===== src/fct_pkg.sv =====
`timescale 1ns / 1ps
// ----------------------------------------------------------------------------
// fct_pkg
// Shared types and constants for the frustum cull test pipeline.
// ----------------------------------------------------------------------------
package fct_pkg;

   localparam int NUM_PLANES = 6;
   localparam int FRAC_BITS  = 14;
   localparam int COORD_W    = 17;   // corner coordinate, center +/- half-size
   localparam int COEF_W     = 16;   // plane coefficient, Q2.14 or integer
   localparam int PLANE_W    = 64;   // packed plane register
   localparam int IDX_W      = 3;    // register index
   localparam int BIAS_W     = 18;   // offset plus radius
   localparam int PROD_W     = COORD_W + COEF_W;
   localparam int SUM_W      = PROD_W + 3;

   // Operation codes of the input transaction
   typedef enum logic [1:0] {
      OP_CENTER_BOX = 2'd0,
      OP_MINMAX_BOX = 2'd1,
      OP_SPHERE     = 2'd2,
      OP_NONE       = 2'd3
   } op_type;

   typedef logic signed [COORD_W-1:0] coord_type;

   // Work item that travels down the plane cells
   typedef struct packed {
      coord_type [2:0]           mn;      // per-axis lower corner choice
      coord_type [2:0]           mx;      // per-axis upper corner choice
      logic signed [BIAS_W-1:0]  bias;    // sphere radius, zero for a box
      logic                      test;    // volume is tested at all
      logic                      culled;  // culled by an earlier plane
   } item_type;

endpackage


===== src/fct_cell.sv =====
`timescale 1ns / 1ps
// ----------------------------------------------------------------------------
// fct_cell
// One plane cell: multiplies the farthest corner by the plane normal, then
// sums with the offset and marks the item culled on a negative distance.
// ----------------------------------------------------------------------------
module fct_cell
   import fct_pkg::*;
(
   input  logic                     clock,
   input  logic                     reset,
   input  logic [PLANE_W-1:0]       plane,
   input  logic                     in_valid,
   output logic                     in_ready,
   input  item_type                 in_item,
   output logic                     out_valid,
   input  logic                     out_ready,
   output item_type                 out_item
);

   logic signed [COEF_W-1:0]  coef [3];
   logic signed [COEF_W-1:0]  offset;
   coord_type                 pick [3];
   logic signed [PROD_W-1:0]  prod_in [3];
   logic signed [PROD_W-1:0]  prod_ff [3];
   item_type                  mul_item_ff;
   logic                      mul_valid_ff;
   logic                      mul_ready;
   logic signed [BIAS_W-1:0]  bias_sum;
   logic signed [SUM_W-1:0]   distance;
   item_type                  sum_item_in;
   item_type                  sum_item_ff;
   logic                      sum_valid_ff;
   logic                      sum_ready;

   // Unpack the plane register
   assign coef[0] = plane[15:0];
   assign coef[1] = plane[31:16];
   assign coef[2] = plane[47:32];
   assign offset  = plane[63:48];

   // Pick the corner that maximizes the distance, one product per axis
   always_comb begin
      for (int i = 0; i < 3; i++) begin
         pick[i]    = coef[i][COEF_W-1] ? $signed(in_item.mn[i]) : $signed(in_item.mx[i]);
         prod_in[i] = PROD_W'(pick[i]) * PROD_W'(coef[i]);
      end
   end

   assign sum_ready = !sum_valid_ff || out_ready;
   assign mul_ready = !mul_valid_ff || sum_ready;
   assign in_ready  = mul_ready;

   // Multiply stage
   always_ff @(posedge clock) begin
      if (reset) begin
         mul_valid_ff <= 1'b0;
      end else if (mul_ready) begin
         mul_valid_ff <= in_valid;
      end
   end

   always_ff @(posedge clock) begin
      if (mul_ready && in_valid) begin
         mul_item_ff <= in_item;
         for (int i = 0; i < 3; i++) begin
            prod_ff[i] <= prod_in[i];
         end
      end
   end

   // Sum stage: distance plus radius below zero means outside this plane
   assign bias_sum = BIAS_W'(offset) + mul_item_ff.bias;

   always_comb begin
      distance = SUM_W'(prod_ff[0]) + SUM_W'(prod_ff[1]) + SUM_W'(prod_ff[2])
               + SUM_W'($signed({bias_sum, {FRAC_BITS{1'b0}}}));
      sum_item_in        = mul_item_ff;
      sum_item_in.culled = mul_item_ff.culled
                         | (mul_item_ff.test & distance[SUM_W-1]);
   end

   always_ff @(posedge clock) begin
      if (reset) begin
         sum_valid_ff <= 1'b0;
      end else if (sum_ready) begin
         sum_valid_ff <= mul_valid_ff;
      end
   end

   always_ff @(posedge clock) begin
      if (sum_ready && mul_valid_ff) begin
         sum_item_ff <= sum_item_in;
      end
   end

   assign out_valid = sum_valid_ff;
   assign out_item  = sum_item_ff;

endmodule


===== config.mk =====
export PLATFORM = sky130hd
export DESIGN_NAME = fct_cell
export DESIGN_NICKNAME = d
export VERILOG_FILES = /design/src/fct_pkg.sv /design/src/fct_cell.sv
export SDC_FILE = /design/constraint.sdc
export NUM_CORES = 2
export LEC_CHECK = 0
export ABC_AREA = 1
export BUFFER_PORTS_ARGS = -buffer_cell sky130_fd_sc_hd__buf_2
export CAP_MARGIN = 10
export CELL_PAD_IN_SITES_DETAIL_PLACEMENT = 1
export CELL_PAD_IN_SITES_GLOBAL_PLACEMENT = 1
export CORE_MARGIN = 3
export CORE_UTILIZATION = 50
export CTS_CLUSTER_SIZE = 24
export DETAILED_ROUTE_END_ITERATION = 6
export PLACE_DENSITY = 0.8
export RECOVER_POWER = 100
export SYNTH_ARGS = -nofsm -noshare
export SYNTH_HDL_FRONTEND = slang
export SYNTH_SLANG_ARGS = --single-unit

===== constraint.sdc =====
create_clock -name clock -period 17.93 [get_ports clock]
set_input_delay 0.8965 -clock clock [delete_from_list [all_inputs] [get_ports clock]]
set_output_delay 0.8965 -clock clock [all_outputs]
set_load 0.01 [all_outputs]

Yosys cells after proc, flatten, opt, wreduce, memory -nomap -nowiden

Memories as Yosys holds them, arrays and structs flattened.
Cells that the tools add are included.

Flip-flop bits (word level): 246
Memory bits (writable): 99
Logic and storage cells: 41
Memories: 1

Add/subtract/negate cells: 4
$mul: 3
Mux-type cells: 5
Bitwise operators: 2
Reductions and logical operators: 6

Memory list:

| memory  | depth | width | rd ports | clocked after Yosys merged registers in | write ports | line           | RTL |
|---|---|---|---|---|---|---|---|
| prod_ff | 3     | 33    | 3        | 0                                       | 3           | fct_cell.sv:25 | `logic signed [PROD_W-1:0] prod_ff [3];` |

Operator list:

| operator            | count |
|---|---|
| $mul A17 B16 Y33    | 3 |
| $mux W17            | 3 |
| $add A35 B32 Y36    | 1 |
| $add A34 B33 Y35    | 1 |
| $add A33 B33 Y34    | 1 |
| $add A16 B18 Y18    | 1 |
| $logic_and A1 B1 Y1 | 2 |
| $logic_not A1 Y1    | 2 |
| $logic_or A1 B1 Y1  | 2 |
| $mux W1             | 2 |
| $and A1 B1 Y1       | 1 |
| $or A1 B1 Y1        | 1 |

Longest topological paths before layout

Depth in word-level cells: 6
Depth in mapped cells: 32

Least setup slack after synthesis

OpenSTA, ideal clock, no wires.

Path kind: input to register
Start point: input out_ready
End point: register sum_item_ff (netlist bit out_item[0]) (enable)
Library setup time: 643 ps
Data arrival time: 6810 ps
Setup slack: 10476 ps
Stages: 2
Buffers on the path: 0
Path through: inv_1 > a21oi_1

Longest elaborated chain between the ends: 2

Ends and longest elaborated chain:

| item                   | line           | RTL |
|---|---|---|
| start: declaration     | fct_cell.sv:17 | `input logic out_ready,` |
| $logic_or A1 B1 Y1     | fct_cell.sv:50 | `assign sum_ready = !sum_valid_ff \|\| out_ready;` |
| $logic_and A1 B1 Y1    | fct_cell.sv:92 | `if (sum_ready && mul_valid_ff) begin` |
| end signal: assignment | fct_cell.sv:93 | `sum_item_ff <= sum_item_in;` |
| end: declaration       | fct_cell.sv:32 | `item_type sum_item_ff;` |

Every way passes these cells.
A chain may end at the register's enable or synchronous reset.

Final worst setup path

Start point: input out_ready
End point: register mul_item_ff[14] in the netlist's numbering (enable)

Longest elaborated chain between the ends: 3

Ends and longest elaborated chain:

| item                   | line           | RTL |
|---|---|---|
| $logic_or A1 B1 Y1     | fct_cell.sv:50 |  |
| $logic_or A1 B1 Y1     | fct_cell.sv:51 | `assign mul_ready = !mul_valid_ff \|\| sum_ready;` |
| $logic_and A1 B1 Y1    | fct_cell.sv:64 | `if (mul_ready && in_valid) begin` |
| end signal: assignment | fct_cell.sv:65 | `mul_item_ff <= in_item;` |
| end: declaration       | fct_cell.sv:26 | `item_type mul_item_ff;` |

Every way passes these cells.

==> flow_summary.toml <==
[logic_synthesis]
synth_top_area_share = 0.386
postSynthAreaPerCell_um2 = 9.58
ys_seq_area_frac = 0.226
synthSimpleGateAreaFrac = 0.137
synthTopCellsByArea = "fa_1, edfxtp_1, inv_1, ha_1, nand2_1"
ys_seq_elements = 345
synth_top_family_by_area = "adder cells"
synth.area.mux_share = 0
synth_cells = 4771
syn_area_um2 = 45700
synthAdderAreaFrac = 0.472
yosysWarnings = 0
synthesis.nets = 6156
yosysUniqueCellTypes = 51
synth-edff-count = 343
synth_xor_xnor_area_share = 0.0201
yosysMostFrequentCell = "inv_1"
synth-compound-area-share = 0.0353
synthArstFlopShare = 0
synth_area_leader_cell = "fa_1"
yosys-top-cells-count = "inv_1, fa_1, nand2_1, nor2_1, edfxtp_1"
synth_ff_type = "edfxtp_1"

[detailed_routing]
drt_iter0_markers = 2390
vias_per_cell = 5.39
antenna_left = 0
drt-total-wl_um = 140000
wl_per_cell_um = 22.4
drtPass1Iterations = 5
route.detailed.drc = 0
route.vias.total = 33700

[clocking]
holdBufCountCts = 0
cts_resized = 0
clockRootBuffer = "clkbuf_16"
cts_buffers = 44
cts_buffer_depth = 3
cts_tree = "built"
cts.clk_slew.worst_paths_ns = 0.06
cts-htree-levels = 2
postCtsSetupBuffers = 0
clkLatencyLatePin_ns = 0.63
cts.sinks = 345

[setup_path]
timing.rr.end = "mul_item_ff[14]$_DFFE_PP_"
r2r_setup_slack_ns = 8.37
critical_path_class = "primary input to flip-flop"
rr_startpoint = "out_valid$_SDFFE_PP0P_"
worstSetupEndpointType = "flip-flop"
cp_max_fo = 103
required_ns = 18.07
arrival_ns = 9.76
reg2reg_depth = 5
startpoint_type = "primary input"

[timing]
max_slew_margin = -2.38
rsz0062_at_grt = "no"
fin_skew_ns = 0.0236
slew_viol_final = 379
tns_ns = 0
post-route-period-util = 0.537
finalSetupViolCount = 0
worst_slew_pin_slew_ns = 5.07
hold_viol = 0
max_freq_mhz = 104
period_needed_ns = 9.62

[die]
pin_count = 314
die_h_um = 308
core_area_um2 = 90300
die_w_um = 308
dieArea_um2 = 95100
fp-row-count = 110
start_util = 0.506

[placed_design]
hpwl_um = 119000
io_buffers = 313
routabilityCongestion = 0.939
dp.cells = 6172

[job]
drv_cap = 7

[worst_hold_path]
whs_endpoint = "out_item[86]$_DFFE_PP_"
hold-path-cell-count = 0
min_path_type = "flip-flop to flip-flop"
worst_hold_startpoint = "mul_item_ff[86]$_DFFE_PP_"

[global_route]
grt_start_max_net_pins = 104
antenna_found_initial = 0
grt-ovfl-total = 0
track_usage = 0.307
grt_pass1_vias = 38500
grt_pass1_wl_um = 222000

[layout]
synthToLayoutAreaGrowth_pct = 8.24
fill_cells = 10300
drive_above_1_share = 0.0488
nets = 6427
diodes = 0
final_cells = 6253

[run_status]
status = "finished, violations left"
violations = "capacitance limit, slew limit"
critical path, cell delays in order:
cell and delay, ns:
buf_2 0.07, inv_1 0.07, nand3_1 0.12, nand2_1 0.09, clkinvlp_2 2.87, clkbuf_1 2.72
clkbuf_1 2.60
registers in the layout, indices dropped and copies added (netlist names):
signal	cells
mul_item_ff	122
mul_valid_ff	1
out_item	122
out_valid	1
prod_ff	99
worst max path at each step:
stage | startpoint | end | depth (start not counted)
after floorplan | out_ready | out_item[0]$_DFFE_PP_ | 2
after global placement | plane[15] | prod_ff[0][28]$_DFFE_PP_ | 23
after detailed placement | plane[15] | prod_ff[0][28]$_DFFE_PP_ | 23
after CTS | plane[15] | prod_ff[0][28]$_DFFE_PP_ | 23
after global routing | out_ready | mul_item_ff[14]$_DFFE_PP_ | 7
final | out_ready | mul_item_ff[14]$_DFFE_PP_ | 7
cell type report:
cell class | count | area [um2] | share of cell area
Timing Repair Buffer | 317 | 1300 | 0.0263
Multi-Input combinational cell | 3121 | 30300 | 0.612
Tap cell | 1176 | 1470 | 0.0297
Inverter | 1213 | 4560 | 0.0922
Sequential cell | 345 | 10300 | 0.209
Clock buffer | 51 | 1150 | 0.0232
Clock inverter | 30 | 364 | 0.00736
through the flow:
step	util	cell area (um2)	worst slack [ns]	hold WS, ns
final	0.548	49500	8.31	0.417
after CTS	0.552	49800	10.62	0.405
after global routing	0.548	49500	7.45	0.419
after detailed placement	0.535	48300	9.97	0.406
after floorplan	-	45700	10.48	0.400
after global placement	0.535	48300	10.06	0.400
layer usage:
metal | up-vias | track usage | part of all wire
li1 | 14800 | - | -
met1 | 17500 | 0.396 | 0.40
met2 | 1157 | 0.534 | 0.50
met3 | 277 | 0.0545 | 0.066
met4 | 0 | 0.0866 | 0.032
met5 | - | 0 | 0
placed cells by master (no fill, tap or decap), types with 3 or more instances in the layout:
master,instances
inv_1,1177
a21oi_4,3
a21o_1,15
fa_1,881
clkinv_1,11
nand4_1,30
nor3_1,15
xnor2_1,32
o21ai_0,67
nor2_1,591
a21oi_2,6
and3_1,5
nand3_1,87
ha_1,314
a21boi_0,9
inv_2,28
nand2_1,758
clkbuf_16,45
nand2_2,5
xor2_1,73
clkbuf_1,235
a31oi_1,11
or2_2,28
bufinv_16,7
nor4_1,3
edfxtp_1,343
o21bai_1,17
clkinv_2,4
nor2_2,7
or2_1,14
buf_2,88
a21oi_1,128
o21ai_2,4
o21ai_1,3
clkinvlp_4,4
inv_6,7
cell families after synthesis:
| family | count (synthesis) |
|---|---|
| DFF | 345 |
| buffers and inverters | 1305 |
| and+or+nand+nor | 1550 |
| adders and majority gates | 1195 |
| AOI/OAI and AO/OA | 271 |
| xor gates and xnor gates | 105 |
Power is not shown: default switching activity piles up to over one toggle a cycle in this logic, so the estimate is an artifact.
